--- src/rtl/cmta_pkg.sv ---
// Shared types, codes and lookup tables for the color markup converter.
`timescale 1ns / 1ps
package cmta_pkg;

  localparam int QUEUE_DEPTH_DEF = 4;

  // Kind of a queued command
  localparam logic [1:0] KIND_BYTE = 2'd0;  // one literal byte
  localparam logic [1:0] KIND_ESC  = 2'd1;  // ESC [ attrs m
  localparam logic [1:0] KIND_MARK = 2'd2;  // end marker, no byte

  localparam logic [7:0] CH_ESC    = 8'h1B;
  localparam logic [7:0] CH_LBRACK = "[";
  localparam logic [7:0] CH_M      = "m";
  localparam logic [7:0] CH_AT     = "@";
  localparam logic [7:0] CH_X      = "x";
  localparam logic [7:0] CH_ZERO   = "0";
  localparam logic [7:0] CH_NINE   = "9";

  localparam logic [4:0] CHOICE_MAX = 5'd31;

  // Attribute text between '[' and 'm', first char in ch[0]
  typedef struct packed {
    logic [2:0]      len;
    logic [3:0][7:0] ch;
  } attr_t;

  typedef struct packed {
    logic  hit;
    attr_t attr;
  } look_t;

  typedef struct packed {
    logic [1:0] kind;
    logic       eot;
    attr_t      attr;   // for KIND_BYTE the byte sits in ch[0]
  } entry_t;

  typedef struct packed {
    logic full;
    logic empty;
  } q_stat_t;

  function automatic attr_t attr1(input logic [7:0] a);
    attr_t r;
    r.len   = 3'd1;
    r.ch    = '0;
    r.ch[0] = a;
    return r;
  endfunction

  function automatic attr_t attr2(input logic [7:0] a, input logic [7:0] b);
    attr_t r;
    r.len   = 3'd2;
    r.ch    = '0;
    r.ch[0] = a;
    r.ch[1] = b;
    return r;
  endfunction

  // Foreground: <weight>;3<color>
  function automatic attr_t fg(input logic [7:0] weight, input logic [7:0] color);
    attr_t r;
    r.len   = 3'd4;
    r.ch[0] = weight;
    r.ch[1] = ";";
    r.ch[2] = "3";
    r.ch[3] = color;
    return r;
  endfunction

  function automatic look_t letter_lookup(input logic [7:0] c);
    look_t r;
    r.hit  = 1'b1;
    r.attr = attr1("0");
    case (c)
      "n": r.attr = attr1("0");
      "d": r.attr = fg("0", "0");
      "b": r.attr = fg("0", "4");
      "g": r.attr = fg("0", "2");
      "c": r.attr = fg("0", "6");
      "r": r.attr = fg("0", "1");
      "m": r.attr = fg("0", "5");
      "y": r.attr = fg("0", "3");
      "w": r.attr = fg("0", "7");
      "D": r.attr = fg("1", "0");
      "B": r.attr = fg("1", "4");
      "G": r.attr = fg("1", "2");
      "C": r.attr = fg("1", "6");
      "R": r.attr = fg("1", "1");
      "M": r.attr = fg("1", "5");
      "Y": r.attr = fg("1", "3");
      "W": r.attr = fg("1", "7");
      "0": r.attr = attr2("4", "0");
      "1": r.attr = attr2("4", "4");
      "2": r.attr = attr2("4", "2");
      "3": r.attr = attr2("4", "6");
      "4": r.attr = attr2("4", "1");
      "5": r.attr = attr2("4", "5");
      "6": r.attr = attr2("4", "3");
      "7": r.attr = attr2("4", "7");
      "l": r.attr = attr1("5");
      "u": r.attr = attr1("4");
      "o": r.attr = attr1("1");
      "e": r.attr = attr1("7");
      default: r.hit = 1'b0;
    endcase
    return r;
  endfunction

  // Default user colors; an index of 16 or more gives normal
  function automatic attr_t user_lookup(input logic [4:0] k);
    attr_t r;
    case (k)
      5'd1:  r = fg("0", "6");
      5'd2:  r = fg("0", "2");
      5'd3:  r = fg("0", "3");
      5'd4:  r = fg("0", "1");
      5'd5:  r = fg("0", "2");
      5'd6:  r = fg("0", "3");
      5'd7:  r = fg("1", "3");
      5'd8:  r = fg("1", "3");
      5'd9:  r = fg("1", "3");
      5'd10: r = fg("0", "3");
      5'd11: r = fg("0", "6");
      5'd12: r = fg("0", "2");
      5'd13: r = fg("0", "1");
      5'd14: r = fg("0", "6");
      5'd15: r = fg("0", "7");
      default: r = attr1("0");
    endcase
    return r;
  endfunction

  // Random color letter; picks 14 and 15 wrap to the start of the list
  function automatic logic [7:0] rand_letter(input logic [3:0] rp);
    logic [7:0] r;
    case (rp)
      4'd0:  r = "b";
      4'd1:  r = "g";
      4'd2:  r = "c";
      4'd3:  r = "r";
      4'd4:  r = "m";
      4'd5:  r = "y";
      4'd6:  r = "w";
      4'd7:  r = "B";
      4'd8:  r = "G";
      4'd9:  r = "C";
      4'd10: r = "R";
      4'd11: r = "M";
      4'd12: r = "W";
      4'd13: r = "Y";
      4'd14: r = "b";
      4'd15: r = "g";
      default: r = "b";
    endcase
    return r;
  endfunction

endpackage

--- src/rtl/color_markup_to_ansi.sv ---
// Top level of the color markup to ANSI escape converter.
`timescale 1ns / 1ps
// Usage:
//   The input channel takes one text byte per beat with an end-of-text flag
//   and a random pick for "@x". The output channel gives one byte per beat:
//   literal text, or the bytes of an ESC [ attrs m sequence for a color code.
//   last_of_run marks the final output beat caused by one input beat, and
//   text_done the final beat of the whole string. An end-of-text input that
//   yields no byte still gives one beat with byte_valid low.
//   The first output beat of an input passes through the queue, written at
//   the edge that accepts the input beat, and then through the output
//   register. Plain text moves one beat per cycle while the receiver does
//   not stall; a color code leaves one byte at a time, up to seven bytes,
//   from the expander that drains one queue entry one byte at a time. The
//   four-entry queue lets the parser run ahead while an escape is expanding.
//   When the receiver stalls, the output register holds its beat and the
//   queue fills; in_stall rises only once the queue is full.
//   Reset clears parse state, empties the queue and sets color_enable to 1.
//   color_enable sits at APB address 0: 1 renders codes, 0 strips them.
module color_markup_to_ansi #(
  parameter int QUEUE_DEPTH = cmta_pkg::QUEUE_DEPTH_DEF
) (
  input  logic        clk,
  input  logic        rst_n,
  // input channel
  input  logic        in_valid,
  output logic        in_stall,
  input  logic [7:0]  in_byte,
  input  logic        in_end_of_text,
  input  logic [3:0]  in_random_pick,
  // output channel
  output logic        out_valid,
  input  logic        out_stall,
  output logic [7:0]  out_byte,
  output logic        out_byte_valid,
  output logic        out_last_of_run,
  output logic        out_text_done,
  // configuration
  input  logic        psel,
  input  logic        penable,
  input  logic        pwrite,
  input  logic [2:0]  paddr,
  input  logic [31:0] pwdata,
  output logic [31:0] prdata,
  output logic        pready
);
  import cmta_pkg::*;

  logic    color_enable_r;
  logic    push, pop;
  entry_t  push_entry, head;
  q_stat_t q_stat;

  // Single register at word 0; bit 2 of the address selects past it
  assign pready = 1'b1;
  assign prdata = paddr[2] ? 32'd0 : {31'd0, color_enable_r};

  always_ff @(posedge clk) begin
    if (!rst_n) begin
      color_enable_r <= 1'b1;
    end else if (psel && penable && pwrite && !paddr[2]) begin
      color_enable_r <= pwdata[0];
    end
  end

  // Parse and classify each beat
  cmta_front u_front (
    .clk            (clk),
    .rst_n          (rst_n),
    .in_valid       (in_valid),
    .in_stall       (in_stall),
    .in_byte        (in_byte),
    .in_end_of_text (in_end_of_text),
    .in_random_pick (in_random_pick),
    .color_enable   (color_enable_r),
    .q_stat         (q_stat),
    .push           (push),
    .push_entry     (push_entry)
  );

  // Decouple parser from expander
  cmta_queue #(
    .DEPTH (QUEUE_DEPTH)
  ) u_queue (
    .clk        (clk),
    .rst_n      (rst_n),
    .push       (push),
    .push_entry (push_entry),
    .pop        (pop),
    .head       (head),
    .q_stat     (q_stat)
  );

  // Expand commands into output bytes
  cmta_back u_back (
    .clk             (clk),
    .rst_n           (rst_n),
    .head            (head),
    .q_stat          (q_stat),
    .pop             (pop),
    .out_valid       (out_valid),
    .out_stall       (out_stall),
    .out_byte        (out_byte),
    .out_byte_valid  (out_byte_valid),
    .out_last_of_run (out_last_of_run),
    .out_text_done   (out_text_done)
  );

  // The end of a string always closes the run of its last input beat
  a_done_is_last: assert property (@(posedge clk) disable iff (!rst_n)
    out_valid && out_text_done |-> out_last_of_run)
    else $error("text_done without last_of_run");

  // A marker beat without a byte only appears at the end of a string
  a_mark_at_end: assert property (@(posedge clk) disable iff (!rst_n)
    out_valid && !out_byte_valid |-> out_text_done && out_byte == 8'd0)
    else $error("empty beat outside end of text");

  // Hold a stalled output beat until the receiver takes it
  a_out_hold: assert property (@(posedge clk) disable iff (!rst_n)
    out_valid && out_stall |=> out_valid && $stable(out_byte) && $stable(out_byte_valid)
      && $stable(out_last_of_run) && $stable(out_text_done))
    else $error("stalled output beat changed");

  // Queue cannot be full and empty at once
  a_queue_state: assert property (@(posedge clk) disable iff (!rst_n)
    !(q_stat.full && q_stat.empty))
    else $error("queue full and empty together");

endmodule

--- src/rtl/cmta_front.sv ---
// Front end: accepts input beats, parses markup and pushes commands.
`timescale 1ns / 1ps
module cmta_front (
  input  logic             clk,
  input  logic             rst_n,
  input  logic             in_valid,
  output logic             in_stall,
  input  logic [7:0]       in_byte,
  input  logic             in_end_of_text,
  input  logic [3:0]       in_random_pick,
  input  logic             color_enable,
  input  cmta_pkg::q_stat_t q_stat,
  output logic             push,
  output cmta_pkg::entry_t push_entry
);
  import cmta_pkg::*;

  localparam logic [1:0] MODE_TEXT   = 2'd0;
  localparam logic [1:0] MODE_AT     = 2'd1;
  localparam logic [1:0] MODE_DIGITS = 2'd2;

  logic [1:0] mode_r, mode_nxt;
  logic [4:0] choice_r, choice_nxt;

  logic       accept;
  logic [1:0] mode;
  logic [7:0] code;
  logic       is_digit;
  logic [3:0] dig;
  logic [8:0] acc;
  logic [4:0] choice_sat;
  look_t      look;
  logic       emit;
  entry_t     ent;

  assign in_stall = q_stat.full;
  assign accept   = in_valid && !q_stat.full;

  assign mode       = (mode_r == MODE_DIGITS || mode_r == MODE_AT) ? mode_r : MODE_TEXT;
  assign code       = (in_byte == CH_X) ? rand_letter(in_random_pick) : in_byte;
  assign look       = letter_lookup(code);
  assign is_digit   = (in_byte >= CH_ZERO) && (in_byte <= CH_NINE);
  assign dig        = 4'(in_byte - CH_ZERO);
  assign acc        = (9'(choice_r) << 3) + (9'(choice_r) << 1) + 9'(dig);
  assign choice_sat = (acc > 9'(CHOICE_MAX)) ? CHOICE_MAX : acc[4:0];

  always_comb begin
    mode_nxt   = mode_r;
    choice_nxt = choice_r;
    emit       = 1'b0;
    ent.kind   = KIND_BYTE;
    ent.eot    = in_end_of_text;
    ent.attr   = attr1(in_byte);
    case (mode)
      MODE_AT: begin
        if (code == CH_LBRACK) begin
          mode_nxt   = MODE_DIGITS;
          choice_nxt = '0;
        end else begin
          mode_nxt = MODE_TEXT;
          if (code == CH_AT) begin
            emit     = 1'b1;
            ent.attr = attr1(CH_AT);
          end else if (color_enable && look.hit) begin
            emit     = 1'b1;
            ent.kind = KIND_ESC;
            ent.attr = look.attr;
          end
        end
      end
      MODE_DIGITS: begin
        if (is_digit) begin
          choice_nxt = choice_sat;
          if (in_end_of_text && color_enable) begin
            emit     = 1'b1;
            ent.kind = KIND_ESC;
            ent.attr = user_lookup(choice_sat);
          end
        end else begin
          mode_nxt = MODE_TEXT;
          if (color_enable) begin
            emit     = 1'b1;
            ent.kind = KIND_ESC;
            ent.attr = user_lookup(choice_r);
          end
        end
      end
      default: begin
        if (in_byte == CH_AT) begin
          if (in_end_of_text) begin
            emit = 1'b1;
          end else begin
            mode_nxt = MODE_AT;
          end
        end else begin
          emit = 1'b1;
        end
      end
    endcase
    if (in_end_of_text) begin
      mode_nxt   = MODE_TEXT;
      choice_nxt = '0;
    end
    if (!emit) begin
      ent.kind = KIND_MARK;
    end
  end

  assign push       = accept && (emit || in_end_of_text);
  assign push_entry = ent;

  always_ff @(posedge clk) begin
    if (!rst_n) begin
      mode_r   <= MODE_TEXT;
      choice_r <= '0;
    end else if (accept) begin
      mode_r   <= mode_nxt;
      choice_r <= choice_nxt;
    end
  end

endmodule

--- src/rtl/cmta_queue.sv ---
// Command queue between the parser and the byte expander.
`timescale 1ns / 1ps
module cmta_queue #(
  parameter int DEPTH = cmta_pkg::QUEUE_DEPTH_DEF
) (
  input  logic              clk,
  input  logic              rst_n,
  input  logic              push,
  input  cmta_pkg::entry_t  push_entry,
  input  logic              pop,
  output cmta_pkg::entry_t  head,
  output cmta_pkg::q_stat_t q_stat
);
  import cmta_pkg::*;

  localparam int AW = (DEPTH > 1) ? $clog2(DEPTH) : 1;
  localparam int CW = $clog2(DEPTH + 1);

  entry_t         mem [DEPTH];
  logic [AW-1:0]  wr_ptr_r, rd_ptr_r;
  logic [CW-1:0]  count_r, count_nxt;
  logic           do_push, do_pop;

  function automatic logic [AW-1:0] bump(input logic [AW-1:0] p);
    return (p == AW'(DEPTH - 1)) ? '0 : p + 1'b1;
  endfunction

  assign q_stat.full  = (count_r == CW'(DEPTH));
  assign q_stat.empty = (count_r == '0);
  assign do_push      = push && !q_stat.full;
  assign do_pop       = pop && !q_stat.empty;
  assign head         = mem[rd_ptr_r];

  always_comb begin
    count_nxt = count_r;
    if (do_push && !do_pop) begin
      count_nxt = count_r + 1'b1;
    end else if (do_pop && !do_push) begin
      count_nxt = count_r - 1'b1;
    end
  end

  always_ff @(posedge clk) begin
    if (do_push) begin
      mem[wr_ptr_r] <= push_entry;
    end
  end

  always_ff @(posedge clk) begin
    if (!rst_n) begin
      wr_ptr_r <= '0;
      rd_ptr_r <= '0;
      count_r  <= '0;
    end else begin
      count_r <= count_nxt;
      if (do_push) begin
        wr_ptr_r <= bump(wr_ptr_r);
      end
      if (do_pop) begin
        rd_ptr_r <= bump(rd_ptr_r);
      end
    end
  end

endmodule

--- src/rtl/cmta_back.sv ---
// Back end: expands queued commands into output beats.
`timescale 1ns / 1ps
module cmta_back (
  input  logic              clk,
  input  logic              rst_n,
  input  cmta_pkg::entry_t  head,
  input  cmta_pkg::q_stat_t q_stat,
  output logic              pop,
  output logic              out_valid,
  input  logic              out_stall,
  output logic [7:0]        out_byte,
  output logic              out_byte_valid,
  output logic              out_last_of_run,
  output logic              out_text_done
);
  import cmta_pkg::*;

  logic [2:0] pos_r, pos_nxt;
  logic       valid_r;
  logic [7:0] byte_r;
  logic       bvalid_r, last_r, done_r;

  logic       advance;
  logic       take;
  logic [2:0] total;
  logic       last;
  logic [1:0] idx;
  logic [7:0] cur_byte;

  assign advance = !valid_r || !out_stall;
  assign take    = advance && !q_stat.empty;
  assign total   = (head.kind == KIND_ESC) ? 3'(head.attr.len + 3'd3) : 3'd1;
  assign last    = (pos_r == 3'(total - 3'd1));
  assign idx     = 2'(pos_r - 3'd2);
  assign pop     = take && last;
  assign pos_nxt = last ? 3'd0 : pos_r + 3'd1;

  always_comb begin
    cur_byte = head.attr.ch[0];
    if (head.kind == KIND_MARK) begin
      cur_byte = '0;
    end else if (head.kind == KIND_ESC) begin
      if (pos_r == 3'd0) begin
        cur_byte = CH_ESC;
      end else if (pos_r == 3'd1) begin
        cur_byte = CH_LBRACK;
      end else if (last) begin
        cur_byte = CH_M;
      end else begin
        cur_byte = head.attr.ch[idx];
      end
    end
  end

  always_ff @(posedge clk) begin
    if (take) begin
      byte_r   <= cur_byte;
      bvalid_r <= (head.kind != KIND_MARK);
      last_r   <= last;
      done_r   <= last && head.eot;
    end
  end

  always_ff @(posedge clk) begin
    if (!rst_n) begin
      valid_r <= 1'b0;
      pos_r   <= '0;
    end else begin
      if (advance) begin
        valid_r <= !q_stat.empty;
      end
      if (take) begin
        pos_r <= pos_nxt;
      end
    end
  end

  assign out_valid       = valid_r;
  assign out_byte        = byte_r;
  assign out_byte_valid  = bvalid_r;
  assign out_last_of_run = last_r;
  assign out_text_done   = done_r;

endmodule

--- config.mk ---
export PLATFORM = sky130hd
export DESIGN_NAME = color_markup_to_ansi
export DESIGN_NICKNAME = d
export VERILOG_FILES = /design/src/rtl/cmta_pkg.sv /design/src/rtl/color_markup_to_ansi.sv /design/src/rtl/cmta_front.sv /design/src/rtl/cmta_queue.sv /design/src/rtl/cmta_back.sv
export SDC_FILE = /design/constraint.sdc
export NUM_CORES = 1
export LEC_CHECK = 0
export BUFFER_PORTS_ARGS = -buffer_cell sky130_fd_sc_hd__buf_4
export CAP_MARGIN = 15
export CORE_UTILIZATION = 44
export CTS_CLUSTER_SIZE = 20
export DETAILED_ROUTE_END_ITERATION = 7
export REMOVE_ABC_BUFFERS = 1
export SYNTH_ARGS = -nofsm -noshare
export SYNTH_HDL_FRONTEND = slang
export SYNTH_SLANG_ARGS = --single-unit
--- constraint.sdc ---
create_clock -name clk -period 8.1 [get_ports clk]
set_input_delay 0 -clock clk [delete_from_list [all_inputs] [get_ports clk]]
set_output_delay 0 -clock clk [all_outputs]
set_load 0.02 [all_outputs]
==> flow_summary_export.csv <==
group,metric,value,unit
timing,worst_slack,3.57,ns
clock_network,insertion_delay,0.41,ns
synthesis,synth_sequential_area_ratio,47.5,%
routing,drt_iter0_markers,318,
floorplanning,die-height,129,µm
timing,timing.fmax,221,MHz
placement,pre_cts_ws,3.55,ns
routing,firstDrtPassIters,7,
worst_setup_path,cp.required,8.44,ns
grt,grt_pass1_vias,4853,
cells_and_area,drive_above_1_share,16.2,%
status,status,"complete, no violations",
cells_and_area,nets,765,
synthesis,ys_types,71,
synthesis,synth_flop_cell,"edfxtp_1",
power,leakagePower,0.00302,µW
synthesis,syn_inst,641,
clock_network,cts_root_buf,"clkbuf_16",
worst_setup_path,path_class,"reg2reg",
timing,timing.final.hold_violations,0,
grt,grt_max_degree,27,
synthesis,yosysTopAreaCellShare,40.0,%
synthesis,synth_edf_count,95,
timing,setup_tns,0,ns
routing,viasPerCell,5.47,
placement,io_buffers,35,
worst_setup_path,cp-start-kind,"flip-flop",
timing,fin_crit_sh,55.9,%
routing,wire_per_inst,17.0,µm
grt,antenna_found_initial,0,
worst_setup_path,worstPathMaxFanout,21,
floorplanning,ios,101,
clock_network,path_clk_slew,0.06,ns
cells_and_area,syn_to_final_growth,15.3,%
timing,slew_viol_final,0,
clock_network,cts_tree,"built",
worst_setup_path,crit_arrival,4.87,ns
floorplanning,start_util,44.9,%
synthesis,synth_commonest_cells,"95 x edfxtp_1, 44 x nand2_1, 40 x inv_1",
floorplanning,die_area,16700,µm²
synthesis,netlist_top_cells_area,"edfxtp_1 40%, dfxtp_1 7.6%, mux4_2 7.6%",
clock_network,cts_buffers,17,
floorplanning,core_area,15900,µm²
routing,drc,0,
clock_network,clk_path_buf_depth,2,
worst_setup_path,critical_path.endpoint_type,"flip-flop",
synthesis,synth_warnings,0,
routing,ant_nets,0,
floorplanning,rows,46,
grt,grt_pass1_wl,24800,µm
synthesis,yosysMostFrequentCell,"edfxtp_1",
synthesis,ys_ff_latch,122,
floorplanning,dieWidth,129,µm
timing,fin_skew,0.0115,ns
run,drv_cap,0,
routing,wirelength,15400,µm
placement,place_congestion,0.907,
clock_network,cts.htree.levels,4,
power,peakVddDrop,0.000160,V
timing,slew_headroom,24.4,%
synthesis,synthArstFlopShare,0,%
clock_network,post_cts_buffers,0,
timing,min_period,4.53,ns
timing,setup_viol,0,
routing,dr_total_vias,4966,
grt,grt_remaining_overflow,0,
power,powerDensity,275,nW/µm²
cells_and_area,diodes,0,
clock_network,cts.sinks,122,
synthesis,synth_top_area_cell,"edfxtp_1",
placement,place_hpwl,11000,µm
synthesis,avgSynthCellArea,11.1,µm²
timing,rsz0062_at_grt,"no",
synthesis,syn_area,7140,µm²
grt,track_usage,19.7,%
timing,worst_pin_slew,1.13,ns
worst_hold_path,worst_hold_path_type,"in2reg",
-- final timing paths --
| path | startpoint | endpoint | slack (ns) | cells after the start |
|---|---|---|---|---|
| min | in_byte[4] | u_queue.mem[3][4] | 0.04 | 2 |
| max reg2reg | flip-flop | u_queue.count_r[2] | 3.57 | 16 |
| max | flip-flop | u_queue.count_r[2] | 3.57 | 16 |
| min reg2reg | u_queue.wr_ptr_r[1] | u_queue.wr_ptr_r[1] | 0.51 | 2 |
-- layout by cell type (no fill, tap or decap), types with 9 or more instances in the layout --
master     Yosys  layout
conb_1         2      32
nor2_1        39      39
inv_1         40      40
dfxtp_1       27      27
clkbuf_16      0      17
nand3_1        9       9
o211ai_1       9       9
nand2b_1      11      11
o21ai_0       28      28
nor2b_1       17      17
nor3_1        14      14
nand2_1       44      44
buf_4         32      38
a21oi_1       36      36
and2_1        20      20
mux2i_1       13      13
edfxtp_1      95      95
ha_1          28      28
mux4_2        24      24
-- cell families (layout without fill, tap and decap cells) --
| family | after synthesis | after routing | share of synthesized area (%) |
|---|---|---|---|
| other | 2 | 32 | 0.105 |
| AOI/OAI and AO/OA | 153 | 153 | 14.9 |
| muxes | 38 | 38 | 9.55 |
| buffers and inverters | 98 | 119 | 7.06 |
| DFF | 122 | 122 | 47.5 |
| and+or+nand+nor | 188 | 188 | 14.0 |
| xor gates and xnor gates | 9 | 9 | 1.10 |
| adders and majority gates | 31 | 31 | 5.75 |
-- area by class of cell --
cell class	count	area [µm²]
Sequential cell	122	3390
Timing Repair Buffer	47	394
Clock buffer	18	429
Clock inverter	14	240
Multi-Input combinational cell	451	3350
Fill cell	1431	7650
Tap cell	216	270
Inverter	40	150
-- timing repair --
item / in CTS / in global routing
gates resized for setup: 0 / 0
endpoints found under the hold margin: 26 / 0
hold buffers: 7 / 0
-- worst max-delay path: stages (launching register included) --
cell      delay, ns
dfxtp_1        0.30
buf_4          0.37
mux4_2         0.71
nand2b_1       0.31
or2_2          0.33
ha_1           0.19
xor2_1         0.15
xnor2_1        0.14
nand3_1        0.22
inv_1          0.20
nand2_1        0.22
ha_1           0.22
inv_1          0.06
fa_1           0.37
xor2_1         0.18
or3_1          0.31
a21boi_0       0.16
-- flip-flops by register name, summed over array words and instances, names as in the netlist, named ones only --
name / flops
u_back.pos_r: 3
u_back.out_byte: 8
u_front.choice_r: 5
u_queue.mem: 84
u_back.out_byte_valid: 1
u_back.out_last_of_run: 1
u_front.mode_r: 2
u_back.out_valid: 1
u_queue.rd_ptr_r: 2
color_enable_r: 1
u_back.out_text_done: 1
u_queue.count_r: 3
u_queue.wr_ptr_r: 2
-- where the power goes --
part | switching [µW] | leakage, µW | internal (µW)
Clock | 271 | 0.000323 | 579
Combinational | 348 | 0.00163 | 247
Sequential | 35.8 | 0.00106 | 785
-- through the flow --
step           utilization [%]  total power [µW]  instance area [µm²]  instances  hold WS [ns]
2_1_floorplan                -              1230                 6900        613        0.0619
3_3_place_gp              46.9              1400                 7450        867         0.211
3_5_place_dp              46.9              1420                 7450        867         0.223
4_1_cts                   51.6              2280                 8190        906        0.0192
5_1_grt                   51.8              2380                 8230        908        0.0288
6_report                  51.8              2270                 8230        908        0.0381
-- metal layers --
layer	track usage (%)	routed length [µm]	vias up
li1	-	-	2387
met1	24.8	6900	2458
met2	33.6	7870	109
met3	4.71	519	12
met4	5.95	149	0
met5	0	0	-
Note: power is estimated with default switching activity, not from simulation.
